`src/rtl/ketp_pkg.sv`:
```
// Shared types and defaults for the key/text event line parser.
package ketp_pkg;

	localparam int MAX_MODS_DEF   = 8;
	localparam int CODE_WIDTH_DEF = 32;
	localparam int CODE_W_MAX     = 32;

	typedef enum logic [1:0] {
		KIND_NONE    = 2'd0,
		KIND_TEXT    = 2'd1,
		KIND_STROKE  = 2'd2,
		KIND_RELEASE = 2'd3
	} kind_t;

	typedef enum logic [1:0] {
		REC_TEXT   = 2'd0,
		REC_HEADER = 2'd1,
		REC_MOD    = 2'd2
	} rec_t;

	// One command from the parser front to the record back end.
	typedef struct packed {
		logic                  text_vld;
		logic [7:0]            text_byte;
		logic                  mod_vld;
		logic [CODE_W_MAX-1:0] mod_val;
		logic                  end_vld;
		kind_t                 kind;
		logic [CODE_W_MAX-1:0] key;
	} cmd_t;

endpackage

```
`src/rtl/ketp_front.sv`:
```
// Character parser: classifies each byte of the line and issues commands.
module ketp_front
	import ketp_pkg::*;
#(
	parameter int MAX_MODS   = MAX_MODS_DEF,
	parameter int CODE_WIDTH = CODE_WIDTH_DEF
) (
	input  logic       clk,
	input  logic       arst_n,
	input  logic       accept,
	input  logic [7:0] in_byte,
	input  logic       in_last,
	output logic       push,
	output cmd_t       cmd
);

	localparam int CNT_W = $clog2(MAX_MODS + 1);

	localparam logic [7:0] CH_T      = 8'h74;
	localparam logic [7:0] CH_K      = 8'h6B;
	localparam logic [7:0] CH_CARET  = 8'h5E;
	localparam logic [7:0] CH_M      = 8'h6D;
	localparam logic [7:0] CH_LBRACE = 8'h7B;

	typedef enum logic [8:0] {
		PH_START      = 9'b000000001,
		PH_TEXT       = 9'b000000010,
		PH_KCODE      = 9'b000000100,
		PH_AFTER_CODE = 9'b000001000,
		PH_AFTER_REL  = 9'b000010000,
		PH_BRACE      = 9'b000100000,
		PH_MODWS      = 9'b001000000,
		PH_MODHEX     = 9'b010000000,
		PH_DONE       = 9'b100000000
	} phase_t;

	function automatic logic [4:0] hex_digit(input logic [7:0] c);
		logic [4:0] r;
		r = 5'b0;
		if (c >= 8'h30 && c <= 8'h39) begin
			r = {1'b1, 4'(c - 8'h30)};
		end else if (c >= 8'h41 && c <= 8'h46) begin
			r = {1'b1, 4'(c - 8'h37)};
		end else if (c >= 8'h61 && c <= 8'h66) begin
			r = {1'b1, 4'(c - 8'h57)};
		end
		return r;
	endfunction

	function automatic logic white(input logic [7:0] c);
		return c == 8'h20 || c == 8'h09 || c == 8'h0A || c == 8'h0D ||
			c == 8'h0B || c == 8'h0C;
	endfunction

	phase_t                phase_q, phase_n;
	kind_t                 kind_q, kind_n;
	logic [CODE_WIDTH-1:0] acc_q, acc_n;
	logic                  run_q, run_n;
	logic [3:0]            hn_q, hn_n;
	logic                  pos_q, pos_n;
	logic                  hv_q, hv_n;
	logic [CODE_WIDTH-1:0] key_q, key_n;
	logic [CNT_W-1:0]      mcnt_q, mcnt_n;

	logic [4:0]            hd;
	logic                  is_hex, is_ws;
	logic [3:0]            hexv;
	logic [CODE_WIDTH-1:0] acc_shift;
	phase_t                ac_phase;
	cmd_t                  cmd_n;

	always_comb begin
		hd        = hex_digit(in_byte);
		is_hex    = hd[4];
		hexv      = hd[3:0];
		is_ws     = white(in_byte);
		acc_shift = {acc_q[CODE_WIDTH-5:0], hexv};
		if (is_ws) begin
			ac_phase = PH_AFTER_CODE;
		end else if (in_byte == CH_CARET) begin
			ac_phase = PH_AFTER_REL;
		end else if (in_byte == CH_M) begin
			ac_phase = PH_BRACE;
		end else begin
			ac_phase = PH_DONE;
		end
	end

	always_comb begin
		phase_n = phase_q;
		kind_n  = kind_q;
		acc_n   = acc_q;
		run_n   = run_q;
		hn_n    = hn_q;
		pos_n   = pos_q;
		hv_n    = hv_q;
		key_n   = key_q;
		mcnt_n  = mcnt_q;
		cmd_n   = '0;
		cmd_n.kind = KIND_NONE;

		unique case (phase_q)
			PH_START: begin
				acc_n = '0;
				run_n = 1'b0;
				if (in_byte == CH_T) begin
					kind_n  = KIND_TEXT;
					phase_n = PH_TEXT;
				end else if (in_byte == CH_K) begin
					kind_n  = KIND_STROKE;
					phase_n = PH_KCODE;
				end else begin
					kind_n  = KIND_NONE;
					phase_n = PH_DONE;
				end
			end
			PH_TEXT: begin
				if (!pos_q) begin
					hv_n  = is_hex;
					hn_n  = is_hex ? hexv : 4'h0;
					pos_n = 1'b1;
				end else begin
					cmd_n.text_vld  = hv_q && is_hex;
					cmd_n.text_byte = {hn_q, hexv};
					pos_n = 1'b0;
					hv_n  = 1'b0;
				end
			end
			PH_KCODE: begin
				if (is_hex) begin
					acc_n = acc_shift;
					run_n = 1'b1;
				end else if (!run_q) begin
					kind_n  = KIND_NONE;
					phase_n = PH_DONE;
				end else begin
					// close the code and run this byte through the next step
					key_n   = acc_q;
					phase_n = ac_phase;
					if (ac_phase == PH_AFTER_REL) begin
						kind_n = KIND_RELEASE;
					end
				end
			end
			PH_AFTER_CODE: begin
				phase_n = ac_phase;
				if (ac_phase == PH_AFTER_REL) begin
					kind_n = KIND_RELEASE;
				end
			end
			PH_AFTER_REL: begin
				if (!is_ws) begin
					phase_n = (in_byte == CH_M) ? PH_BRACE : PH_DONE;
				end
			end
			PH_BRACE: begin
				phase_n = (in_byte == CH_LBRACE) ? PH_MODWS : PH_DONE;
			end
			PH_MODWS: begin
				if (is_hex) begin
					acc_n   = CODE_WIDTH'(hexv);
					phase_n = PH_MODHEX;
				end else if (!is_ws) begin
					phase_n = PH_DONE;
				end
			end
			PH_MODHEX: begin
				if (is_hex) begin
					acc_n = acc_shift;
				end else begin
					cmd_n.mod_vld = 1'b1;
					cmd_n.mod_val = CODE_W_MAX'(acc_q);
					mcnt_n        = mcnt_q + CNT_W'(1);
					if (mcnt_q == CNT_W'(MAX_MODS - 1)) begin
						phase_n = PH_DONE;
					end else if (is_ws) begin
						phase_n = PH_MODWS;
					end else begin
						phase_n = PH_DONE;
					end
				end
			end
			PH_DONE: begin
				phase_n = PH_DONE;
			end
			default: begin
				phase_n = PH_DONE;
			end
		endcase

		if (in_last) begin
			if (phase_n == PH_KCODE) begin
				if (run_n) begin
					key_n = acc_n;
				end else begin
					kind_n = KIND_NONE;
				end
			end else if (phase_n == PH_MODHEX) begin
				cmd_n.mod_vld = 1'b1;
				cmd_n.mod_val = CODE_W_MAX'(acc_n);
			end
			cmd_n.end_vld = 1'b1;
			cmd_n.kind    = kind_n;
			cmd_n.key     = CODE_W_MAX'(key_n);
			// back to start of line
			phase_n = PH_START;
			kind_n  = KIND_NONE;
			acc_n   = '0;
			run_n   = 1'b0;
			hn_n    = 4'h0;
			pos_n   = 1'b0;
			hv_n    = 1'b0;
			key_n   = '0;
			mcnt_n  = '0;
		end
	end

	always_ff @(posedge clk or negedge arst_n) begin
		if (!arst_n) begin
			phase_q <= PH_START;
			kind_q  <= KIND_NONE;
			acc_q   <= '0;
			run_q   <= 1'b0;
			hn_q    <= 4'h0;
			pos_q   <= 1'b0;
			hv_q    <= 1'b0;
			key_q   <= '0;
			mcnt_q  <= '0;
		end else if (accept) begin
			phase_q <= phase_n;
			kind_q  <= kind_n;
			acc_q   <= acc_n;
			run_q   <= run_n;
			hn_q    <= hn_n;
			pos_q   <= pos_n;
			hv_q    <= hv_n;
			key_q   <= key_n;
			mcnt_q  <= mcnt_n;
		end
	end

	assign push = accept && (cmd_n.text_vld || cmd_n.mod_vld || cmd_n.end_vld);
	assign cmd  = cmd_n;

	a_line_restart: assert property (@(posedge clk) disable iff (!arst_n)
		accept && in_last |=> phase_q == PH_START && mcnt_q == '0)
		else $error("parser did not return to start of line");

	a_pair_idle: assert property (@(posedge clk) disable iff (!arst_n)
		phase_q != PH_TEXT |-> !pos_q && !hv_q)
		else $error("pair state live outside text phase");

	a_mod_limit: assert property (@(posedge clk) disable iff (!arst_n)
		phase_q == PH_MODHEX |-> mcnt_q < CNT_W'(MAX_MODS))
		else $error("modifier run open past the limit");

endmodule

```
`src/rtl/ketp_queue.sv`:
```
// Short command queue between the parser front and the record back end.
module ketp_queue
	import ketp_pkg::*;
(
	input  logic clk,
	input  logic arst_n,
	input  logic push,
	input  cmd_t push_cmd,
	output logic full,
	input  logic pop,
	output logic head_vld,
	output cmd_t head_cmd
);

	localparam int DEPTH = 4;
	localparam int PTR_W = $clog2(DEPTH);

	cmd_t             slot_q [DEPTH];
	logic [PTR_W-1:0] wr_q, rd_q;
	logic [PTR_W:0]   cnt_q;
	logic             do_pop;

	assign full     = cnt_q == (PTR_W+1)'(DEPTH);
	assign head_vld = cnt_q != '0;
	assign head_cmd = slot_q[rd_q];
	assign do_pop   = pop && head_vld;

	always_ff @(posedge clk) begin
		if (push) begin
			slot_q[wr_q] <= push_cmd;
		end
	end

	always_ff @(posedge clk or negedge arst_n) begin
		if (!arst_n) begin
			wr_q  <= '0;
			rd_q  <= '0;
			cnt_q <= '0;
		end else begin
			if (push) begin
				wr_q <= wr_q + PTR_W'(1);
			end
			if (do_pop) begin
				rd_q <= rd_q + PTR_W'(1);
			end
			cnt_q <= cnt_q + (PTR_W+1)'(push) - (PTR_W+1)'(do_pop);
		end
	end

	a_no_overflow: assert property (@(posedge clk) disable iff (!arst_n)
		push |-> !full)
		else $error("command pushed into a full queue");

	a_no_underflow: assert property (@(posedge clk) disable iff (!arst_n)
		pop |-> head_vld)
		else $error("command popped from an empty queue");

	a_count_range: assert property (@(posedge clk) disable iff (!arst_n)
		cnt_q <= (PTR_W+1)'(DEPTH))
		else $error("queue count out of range");

endmodule

```
`src/rtl/ketp_back.sv`:
```
// Record generator: turns queued commands into output records, walks stored modifiers.
module ketp_back
	import ketp_pkg::*;
#(
	parameter int MAX_MODS   = MAX_MODS_DEF,
	parameter int CODE_WIDTH = CODE_WIDTH_DEF
) (
	input  logic        clk,
	input  logic        arst_n,
	input  logic        head_vld,
	input  cmd_t        head_cmd,
	output logic        pop,
	output logic        m_tvalid,
	input  logic        m_tready,
	output logic [39:0] m_tdata,
	output logic [3:0]  m_tuser,
	output logic        m_tlast
);

	localparam int CNT_W = $clog2(MAX_MODS + 1);
	localparam int IDX_W = (MAX_MODS > 1) ? $clog2(MAX_MODS) : 1;

	typedef enum logic [1:0] {
		S_HEAD = 2'b01,
		S_MODS = 2'b10
	} bstate_t;

	bstate_t               state_q;
	logic [CODE_WIDTH-1:0] store_q [MAX_MODS];
	logic [CNT_W-1:0]      cnt_q, total_q, idx_q, total_w;
	kind_t                 walk_kind_q;
	logic                  text_done_q;

	logic                  out_vld_q;
	rec_t                  type_q;
	kind_t                 kind_q;
	logic [31:0]           value_q;
	logic [3:0]            count_q;
	logic                  last_q;

	logic                  out_free, key_kind, st_we, ld;
	logic                  take_text, take_end, take_mod, ld_mod, walk_last;
	rec_t                  rec_type;
	kind_t                 rec_kind;
	logic [31:0]           rec_value;
	logic [3:0]            rec_count;
	logic                  rec_last;

	assign out_free  = !out_vld_q || m_tready;
	assign key_kind  = head_cmd.kind == KIND_STROKE || head_cmd.kind == KIND_RELEASE;
	assign total_w   = key_kind ? cnt_q + CNT_W'(head_cmd.mod_vld) : '0;
	assign walk_last = (idx_q + CNT_W'(1)) == total_q;

	always_comb begin
		pop       = 1'b0;
		take_text = 1'b0;
		take_end  = 1'b0;
		take_mod  = 1'b0;
		ld_mod    = 1'b0;
		unique case (state_q)
			S_HEAD: begin
				if (head_vld) begin
					if (head_cmd.text_vld && !text_done_q) begin
						take_text = out_free;
						pop       = out_free && !head_cmd.end_vld;
					end else if (head_cmd.end_vld) begin
						take_end = out_free;
						pop      = out_free;
					end else begin
						take_mod = 1'b1;
						pop      = 1'b1;
					end
				end
			end
			S_MODS: begin
				ld_mod = out_free;
			end
			default: ;
		endcase
	end

	assign st_we = (take_mod || take_end) && head_cmd.mod_vld;
	assign ld    = take_text || take_end || ld_mod;

	always_comb begin
		rec_type  = REC_MOD;
		rec_kind  = walk_kind_q;
		rec_value = 32'(store_q[idx_q[IDX_W-1:0]]);
		rec_count = 4'h0;
		rec_last  = walk_last;
		priority if (take_text) begin
			rec_type  = REC_TEXT;
			rec_kind  = KIND_TEXT;
			rec_value = 32'(head_cmd.text_byte);
			rec_last  = 1'b0;
		end else if (take_end) begin
			rec_type  = REC_HEADER;
			rec_kind  = head_cmd.kind;
			rec_value = key_kind ? 32'(head_cmd.key) : 32'h0;
			rec_count = 4'(total_w);
			rec_last  = total_w == '0;
		end else begin
			rec_type = REC_MOD;
		end
	end

	always_ff @(posedge clk) begin
		if (st_we) begin
			store_q[cnt_q[IDX_W-1:0]] <= CODE_WIDTH'(head_cmd.mod_val);
		end
		if (ld) begin
			type_q  <= rec_type;
			kind_q  <= rec_kind;
			value_q <= rec_value;
			count_q <= rec_count;
			last_q  <= rec_last;
		end
	end

	always_ff @(posedge clk or negedge arst_n) begin
		if (!arst_n) begin
			state_q     <= S_HEAD;
			cnt_q       <= '0;
			total_q     <= '0;
			idx_q       <= '0;
			walk_kind_q <= KIND_NONE;
			text_done_q <= 1'b0;
			out_vld_q   <= 1'b0;
		end else begin
			if (ld) begin
				out_vld_q <= 1'b1;
			end else if (m_tready) begin
				out_vld_q <= 1'b0;
			end
			if (take_text && head_cmd.end_vld) begin
				text_done_q <= 1'b1;
			end
			if (take_mod) begin
				cnt_q <= cnt_q + CNT_W'(1);
			end
			if (take_end) begin
				text_done_q <= 1'b0;
				cnt_q       <= '0;
				if (total_w != '0) begin
					state_q     <= S_MODS;
					total_q     <= total_w;
					idx_q       <= '0;
					walk_kind_q <= head_cmd.kind;
				end
			end
			if (ld_mod) begin
				idx_q <= idx_q + CNT_W'(1);
				if (walk_last) begin
					state_q <= S_HEAD;
				end
			end
		end
	end

	assign m_tvalid = out_vld_q;
	assign m_tdata  = {4'h0, count_q, value_q};
	assign m_tuser  = {kind_q, type_q};
	assign m_tlast  = last_q;

	a_walk_index: assert property (@(posedge clk) disable iff (!arst_n)
		state_q == S_MODS |-> idx_q < total_q)
		else $error("modifier walk index past total");

	a_walk_record: assert property (@(posedge clk) disable iff (!arst_n)
		ld_mod |=> out_vld_q && type_q == REC_MOD)
		else $error("modifier walk loaded a wrong record");

	a_store_bound: assert property (@(posedge clk) disable iff (!arst_n)
		cnt_q <= CNT_W'(MAX_MODS))
		else $error("modifier store count out of range");

endmodule

```
`src/rtl/key_event_text_parser.sv`:
```
// Top level of the key/text event line parser: parser front, command queue, record back end.
// Path: a byte's command is written into a queue slot, and its record is then loaded into the output register.
// Throughput: one byte per cycle while the four-entry command queue has room.
// End of line: header then, for a key event, one record per stored modifier, one record per cycle
//   while m_tready is high, so a line ends in up to MAX_MODS+1 records at the back end.
// Reset: arst_n clears parser, queue and output control at once; the modifier store is not cleared.
module key_event_text_parser
	import ketp_pkg::*;
#(
	parameter int MAX_MODS   = MAX_MODS_DEF,  // modifier store depth, 1 to 15
	parameter int CODE_WIDTH = CODE_WIDTH_DEF // bits kept of a key or modifier code, 8 to 32
) (
	input  logic        clk,
	input  logic        arst_n,
	// input characters
	input  logic        s_tvalid,
	output logic        s_tready,
	input  logic [7:0]  s_tdata,   // [7:0] in_byte
	input  logic        s_tlast,   // in_last
	// output records
	output logic        m_tvalid,
	input  logic        m_tready,
	output logic [39:0] m_tdata,   // [31:0] value, [35:32] modifier_count, [39:36] zero
	output logic [3:0]  m_tuser,   // [1:0] record_type, [3:2] event_kind
	output logic        m_tlast    // last_of_run
);

	logic accept;
	logic push, full, pop, head_vld;
	cmd_t push_cmd, head_cmd;

	// A byte is taken whenever the queue can hold whatever command it produces;
	// the front never waits on the back end otherwise.
	assign s_tready = !full;
	assign accept   = s_tvalid && s_tready;

	// Front: run the per-character parse and emit at most one command per byte.
	ketp_front #(
		.MAX_MODS   (MAX_MODS),
		.CODE_WIDTH (CODE_WIDTH)
	) u_front (
		.clk     (clk),
		.arst_n  (arst_n),
		.accept  (accept),
		.in_byte (s_tdata),
		.in_last (s_tlast),
		.push    (push),
		.cmd     (push_cmd)
	);

	// Queue: decouple the character stream from the end-of-line record burst.
	ketp_queue u_queue (
		.clk      (clk),
		.arst_n   (arst_n),
		.push     (push),
		.push_cmd (push_cmd),
		.full     (full),
		.pop      (pop),
		.head_vld (head_vld),
		.head_cmd (head_cmd)
	);

	// Back: hold the modifier store, build text, header and modifier records,
	// and drive the output register, which advances on each transfer.
	ketp_back #(
		.MAX_MODS   (MAX_MODS),
		.CODE_WIDTH (CODE_WIDTH)
	) u_back (
		.clk      (clk),
		.arst_n   (arst_n),
		.head_vld (head_vld),
		.head_cmd (head_cmd),
		.pop      (pop),
		.m_tvalid (m_tvalid),
		.m_tready (m_tready),
		.m_tdata  (m_tdata),
		.m_tuser  (m_tuser),
		.m_tlast  (m_tlast)
	);

endmodule
```
`config.mk`:
```
export PLATFORM = sky130hd
export DESIGN_NAME = key_event_text_parser
export DESIGN_NICKNAME = d
export VERILOG_FILES = /design/src/rtl/ketp_pkg.sv /design/src/rtl/ketp_front.sv /design/src/rtl/ketp_queue.sv /design/src/rtl/ketp_back.sv /design/src/rtl/key_event_text_parser.sv
export SDC_FILE = /design/constraint.sdc
export NUM_CORES = 1
export LEC_CHECK = 0
export BUFFER_PORTS_ARGS = -buffer_cell sky130_fd_sc_hd__clkbuf_2
export CAP_MARGIN = 40
export CORE_ASPECT_RATIO = 0.7
export CORE_MARGIN = 8
export CORE_UTILIZATION = 47
export CTS_CLUSTER_DIAMETER = 60
export DETAILED_ROUTE_END_ITERATION = 6
export SYNTH_ARGS = -nofsm -noshare
export SYNTH_HDL_FRONTEND = slang
export SYNTH_SLANG_ARGS = --single-unit
```
`constraint.sdc`:
```
create_clock -name clk -period 11.8 [get_ports clk]
set_clock_uncertainty 0.05 [all_clocks]
set_input_delay 1.18 -clock clk [delete_from_list [all_inputs] [get_ports clk]]
set_output_delay 1.18 -clock clk [all_outputs]
set_load 0.01 [all_outputs]
```
==> results of run 1 <==
cell families (layout without fill, tap and decap cells):
kind of cell | Yosys count | in the layout | share of synthesized area
muxes | 182 | 182 | 0.1215
DFF | 716 | 716 | 0.7084
AOI/OAI and AO/OA | 338 | 338 | 0.07883
buffers and inverters | 131 | 241 | 0.02073
xor gates and xnor gates | 19 | 19 | 0.005628
and+or+nand+nor | 362 | 362 | 0.05696
adders and majority gates | 18 | 18 | 0.007786
other | 1 | 4 | 0.0001268
final cells by class:
type / count / area share
repair buffers: 97 / 0.02124
inverters: 16 / 0.001808
flip-flops and latches: 716 / 0.6309
clock buffers: 98 / 0.06184
multi-input cells: 923 / 0.2440
clock inverters: 30 / 0.009001
well taps: 829 / 0.03122
layer usage:
metal | vias up | wire, um
met5 | - | 0
met4 | 0 | 1635
met3 | 107 | 5809
met2 | 637 | 32070
met1 | 8579 | 32860
li1 | 7096 | -
worst max path at each step:
stage | startpoint | end | cells after the start
after floorplan | s_tdata[4] | u_queue.slot_q[0][0]$_DFFE_PP_ | 8
after global placement | s_tdata[1] | u_queue.slot_q[0][23]$_DFFE_PP_ | 10
after detailed placement | s_tdata[1] | u_queue.slot_q[0][54]$_DFFE_PP_ | 10
after CTS | u_queue.rd_q[0]$_DFFE_PN0P_ | u_back.walk_kind_q[0]$_DFFE_PN0P_ | 7
after global routing | u_queue.rd_q[0]$_DFFE_PN0P_ | u_back.idx_q[2]$_DFFE_PN0P_ | 8
final | u_queue.rd_q[0]$_DFFE_PN0P_ | u_back.walk_kind_q[0]$_DFFE_PN0P_ | 7
cell usage after synthesis (12+ instances only):
library cell,n,area (um2)
edfxtp_1,605,18170
nand2_1,187,701.9
mux4_2,141,3176
dfrtp_1,109,2728
clkbuf_1,74,277.8
a21oi_1,73,365.4
o21ai_0,72,360.4
nor2_1,66,247.7
a22o_1,55,481.7
mux2i_1,36,360.4
a31oi_1,28,175.2
a21boi_1,20,150.1
buf_2,19,95.09
a22oi_1,16,120.1
ha_1,16,200.2
inv_1,14,52.55
buf_4,12,90.09
xnor2_1,12,105.1
worst reg2reg max path: stages, from the launching register on:
cell     delay (ns)
dfrtp_4        0.91
mux4_2         0.43
nand4_1        0.60
or2_1          0.57
inv_2          0.48
buf_4          0.53
nand2_1        0.44
mux2_2         0.40
power groups by stage:
stage          clock network (mW)  logic (mW)  registers (mW)
2_1_floorplan                   0       0.227            2.99
3_3_place_gp                    0       0.341            2.99
3_5_place_dp                    0       0.347            3.00
4_1_cts                      2.32       0.349            2.95
5_1_grt                      2.41       0.374            2.96
6_report                     2.28       0.345            2.95
metrics by stage:
stage / total power, mW / utilization / area, um2 / setup slack, ns / cells
global route: 5.741 / 0.5297 / 33220 / 7.062 / 2709
floorplan: 3.216 / - / 29580 / 6.613 / 1770
CTS: 5.615 / 0.5297 / 33220 / 7.270 / 2709
finish: 5.568 / 0.5297 / 33220 / 7.280 / 2709
detailed placement: 3.348 / 0.4922 / 30870 / 6.691 / 2581
global placement: 3.334 / 0.4895 / 30700 / 6.811 / 2574
flip-flops by register name, summed over array words and instances (netlist names), 9 cells and up:
signal	count
u_front.key_q	32
u_back.store_q	256
u_queue.slot_q	308
u_back.value_q	32
u_front.phase_q	9
u_front.acc_q	32
==> key figures, run 1 <==
Run status
  • Status: finished clean

Floorplan
  • Core area: 62720 um2
  • Die W: 315.8 um
  • Number of core rows: 77
  • Die area: 71320 um2
  • Die H: 225.9 um
  • IO Count: 60
  • Initial Util: 0.4714

Finish
  • Multi-input logic area: 8105 um2
  • Sequential Area: 20960 um2
  • Layout overhead on the synthesized area: 12.36%
  • Diode count: 0
  • Final nets: 1854
  • Share of layout cells above drive strength 1: 0.2117
  • Commonest non-fill, non-tap cell in the layout: edfxtp_1
  • FILL cells: 4961
  • Most frequent cells in the layout: edfxtp_1 (605), nand2_1 (185), mux4_2 (141)

Drt
  • First-iteration detailed-routing DRC count: 1630
  • WL/cell: 26.72 um
  • DRT antenna net count: 0
  • Detailed Route WL: 72.38 mm
  • DR vias: 16420
  • TritonRoute pass-1 iters: 6
  • Vias per cell: 6.061
  • Post-route DRC: 0

Global routing
  • Pin count of the biggest net entering global routing: 50
  • Grt ovf: 0
  • Initial antenna violation count: 2
  • Met1 global-route usage: 0.3011
  • Grt peak-use layer: met2
  • First-pass GRT wire length: 107.4 mm
  • GR Util All Layers: 0.2034
  • Met2 Use GR: 0.3012
  • Vias in the first global route: 16470
  • Met3 Use GR: 0.04919

Clock tree
  • Post-CTS setup buffers: 0
  • Root Driver: clkbuf_16
  • CTS tree: yes
  • Skew-Pair Late Insertion Delay: 0.61 ns
  • Cts hold-fix bufs: 0
  • H-tree levels: 3
  • Post-CTS Resized: 0
  • Clk sink count: 716
  • Clock transition at path regs: 0.06 ns
  • Total CTS buffers: 70
  • Clock buffer depth: 3

Setup path
  • WS Path Type: reg2reg
  • Worst Path Buf+Inv: 2
  • Critical path's slowest cell: dfrtp_4
  • Startpoint class of the critical path: register
  • Data arrival, critical path: 4.96 ns
  • Critical Path RT: 12.24 ns
  • CP top delay family: simple AND/OR/NAND/NOR gates
  • R2r endpoint: u_back.walk_kind_q[0]$_DFFE_PN0P_
  • Crit Reg-Reg Startpoint: u_queue.rd_q[0]$_DFFE_PN0P_
  • Worst Setup End Kind: register
  • CP Cell Sequence: mux4_2 -> nand4_1 -> or2_1 -> inv_2 -> buf_4 -> nand2_1 -> mux2_2
  • R2R Setup Slk: 7.28 ns
  • Worst R2R Path Depth: 7
  • Largest stage delay, worst path: 0.91 ns
  • Max FO, Critical Path: 35

Power and ir drop
  • Peak VDD IR: 100.8 uV
  • Leakage: 11.34 nW
  • Clock power frac: 0.409
  • Sw frac: 0.2216
  • Pwr Density: 167.6 nW/um2
  • Internal power: 4.334 mW
  • Part of the power in registers: 0.529
  • P_sw: 1.234 mW
  • Comb power frac: 0.062

Timing
  • Slew margin rel.: 0.3976
  • Final setup viols: 0
  • Final min period: 4.520 ns
  • RSZ-0062 raised after global routing: false
  • Max-slew violations: 0
  • Final TNS setup: 0 ns
  • Worst-margin pin slew: 0.9036 ns
  • Final period utilization: 0.3830
  • F_max: 221.2 MHz
  • Final Hold Viols: 0
  • Worst hold slack: 0.4298 ns

Yosys
  • Synth Register Bits: 716
  • Synth unique cells: 81
  • Seq/Total Area, Yosys: 0.7084
  • Syn Area/Cell: 16.73 um2
  • Post-synth EDFFs: 605
  • Synth warn: 0
  • Synth Flop Type: edfxtp_1
  • Synth async-reset ratio: 0.1550
  • Post-Synthesis Cells: 1767
  • Synthesized cell area: 29570 um2

Placed design
  • IO Port Bufs: 55
  • Placer Congestion: 0.8121
  • DP Wirelength: 43.48 mm

Hold path
  • Hold endpoint: u_back.state_q[0]$_DFF_PN1_
  • Worst min-delay path startpoint: u_back.state_q[0]$_DFF_PN1_
  • Min-delay worst type: reg2reg
  • Hold path cells: 2

Run
  • Max cap viols: 0
No activity file was read; power rests on OpenSTA's default activity.
==> inputs of run 2 (changes only) <==
- clock period: 11.8 -> 3.9 ns (I/O delays scaled with it)
==> run 2 against run 1 <==
Clock power rose to 2.9 times the previous value; final cell count increased by 1.1%; critical endpoint is now u_queue.slot_q[1][12]$_DFFE_PP_; first-iteration DRC count decreased by 0.55%; highest routed layer unchanged; global-route usage fell by 0.20 points; final area rose by 0.78%; combinational power grew to 3.3 times the previous value; total power grew to 3.0 times the previous value.
==> key figures, run 2 (same netlist as run 1, synthesis figures left out) <==
Floorplan
  • Die W: 315.8 um
  • Initial Util: 0.4714
  • Die area: 71320 um2
  • Core area: 62720 um2
  • Die H: 225.9 um
  • IO Count: 60
  • Number of core rows: 77

Timing
  • Final setup viols: 0
  • Max-slew violations: 0
  • Final TNS setup: 0 ns
  • Final min period: 3.313 ns
  • Final period utilization: 0.8495
  • Final Hold Viols: 0
  • RSZ-0062 raised after global routing: false
  • Worst-margin pin slew: 0.8936 ns
  • Slew margin rel.: 0.4042
  • F_max: 301.8 MHz

Global routing
  • Vias in the first global route: 16650
  • Pin count of the biggest net entering global routing: 53
  • First-pass GRT wire length: 107.2 mm
  • Grt ovf: 0
  • Initial antenna violation count: 0
  • GR Util All Layers: 0.2014

Placed design
  • Placer Congestion: 0.8644
  • Inst Count DP: 2609
  • IO Port Bufs: 55
  • DP Wirelength: 44.32 mm

Clock tree
  • Root Driver: clkbuf_16
  • Clock transition at path regs: 0.06 ns
  • CTS tree: yes
  • Clock buffer depth: 3
  • Post-CTS Resized: 0
  • Post-CTS setup buffers: 0
  • Skew-Pair Late Insertion Delay: 0.61 ns
  • Clk sink count: 716
  • H-tree levels: 3
  • Total CTS buffers: 69

Drt
  • Detailed Route WL: 71.53 mm
  • DRT antenna net count: 0
  • First-iteration detailed-routing DRC count: 1621
  • DR vias: 16510
  • WL/cell: 26.12 um
  • Vias per cell: 6.030
  • Post-route DRC: 0
  • TritonRoute pass-1 iters: 5

Power and ir drop
  • Pwr Density: 497.8 nW/um2
  • Leakage: 11.50 nW
  • Internal power: 12.94 mW
  • Sw frac: 0.2235
  • Part of the power in registers: 0.535
  • Clock power frac: 0.397
  • Comb power frac: 0.068
  • Peak VDD IR: 305.5 uV
  • P_sw: 3.726 mW

Finish
  • Final nets: 1882
  • Diode count: 0
  • Share of layout cells above drive strength 1: 0.2200
  • Max reg flops: 308
  • Top reg by flops: u_queue.slot_q
  • Layout overhead on the synthesized area: 13.24%
  • Final instance count without filler cells: 2738
  • Most frequent cells in the layout: edfxtp_1 (605), nand2_1 (185), mux4_2 (141)
  • Commonest non-fill, non-tap cell in the layout: edfxtp_1

Setup path
  • CP Cell Sequence: nor3_2 -> nand3_1 -> or4_2 -> buf_4 -> mux2i_1 -> a21oi_1 -> a21boi_1
  • Data arrival, critical path: 3.64 ns
  • CP top delay family: simple AND/OR/NAND/NOR gates
  • WS Path Type: reg2reg
  • Worst Path Buf+Inv: 1
  • Worst Setup End Kind: register
  • Startpoint class of the critical path: register
  • Largest stage delay, worst path: 0.88 ns
  • Critical Path RT: 4.23 ns
  • Max FO, Critical Path: 12
  • Critical path's slowest cell: or4_2

Run status
  • Status: finished clean

Hold path
  • Min-delay worst type: in2reg

Run
  • Max cap viols: 0
## run 2: tightest hold or removal path: stages
cell      delay (ns)
clkbuf_2        0.18
nor3_1          0.10
nor2_1          0.10
a221oi_1        0.08
## run 2: through the flow
stage               utilization  setup slack [ns]  total power [mW]  area, um2  hold slack, ns
floorplan                     -            0.3507             9.716      29590         0.04441
global placement         0.4977           0.03583             10.18      31210          0.4101
detailed placement       0.4979            0.2627             10.22      31230          0.4159
CTS                      0.5338            0.6228             16.82      33480          0.2107
global route             0.5338            0.4040             17.20      33480          0.2499
finish                   0.5338            0.5869             16.67      33480          0.2460
## run 2: worst paths after layout
path | start | endpoint | slack [ns] | cells after the start
worst min register to register | u_back.state_q[0]$_DFF_PN1_ | u_back.state_q[0]$_DFF_PN1_ | 0.43 | 2
worst max register to register | u_front.phase_q[1]$_DFFE_PN0P_ | u_queue.slot_q[1][12]$_DFFE_PP_ | 0.59 | 7
max in group asynchronous | arst_n | u_front.phase_q[0]$_DFFE_PN1P_ | 2.56 | 3
worst max-delay path | u_front.phase_q[1]$_DFFE_PN0P_ | u_queue.slot_q[1][12]$_DFFE_PP_ | 0.59 | 7
worst min-delay path | s_tdata[4] | u_front.kind_q[1]$_DFFE_PN0P_ | 0.25 | 4
min in group asynchronous | arst_n | u_front.key_q[30]$_DFFE_PN0P_ | 0.35 | 2
## run 2: final cells by class
| type | instances | area [um2] |
|---|---|---|
| sequential | 716 | 20960 |
| inverter | 16 | 60.06 |
| multi-input combinational | 923 | 8110 |
| tap | 829 | 1037 |
| fill | 4971 | 29240 |
| clock buffer | 89 | 1906 |
| clock inverter | 39 | 337.8 |
| timing repair buffer | 126 | 1071 |
## run 2: repair_timing
action,in CTS,in global routing
hold buffers,1,0
hold endpoints to repair,49,0
setup endpoints to repair,0,0
## run 2: metal layers
metal	vias to the layer above	share of wire	global-route usage
met2	565	0.47	0.3153
li1	7154	-	-
met5	-	0	0
met4	0	0.021	0.05265
met3	96	0.067	0.04626
met1	8695	0.44	0.2858
## run 2: power by group through the flow
stage	sequential (mW)	combinational (mW)	clock (mW)
6_report	8.91	1.14	6.62
5_1_grt	8.95	1.24	7.02
4_1_cts	8.91	1.15	6.76
3_5_place_dp	9.07	1.15	0
3_3_place_gp	9.05	1.13	0
2_1_floorplan	9.03	0.687	0
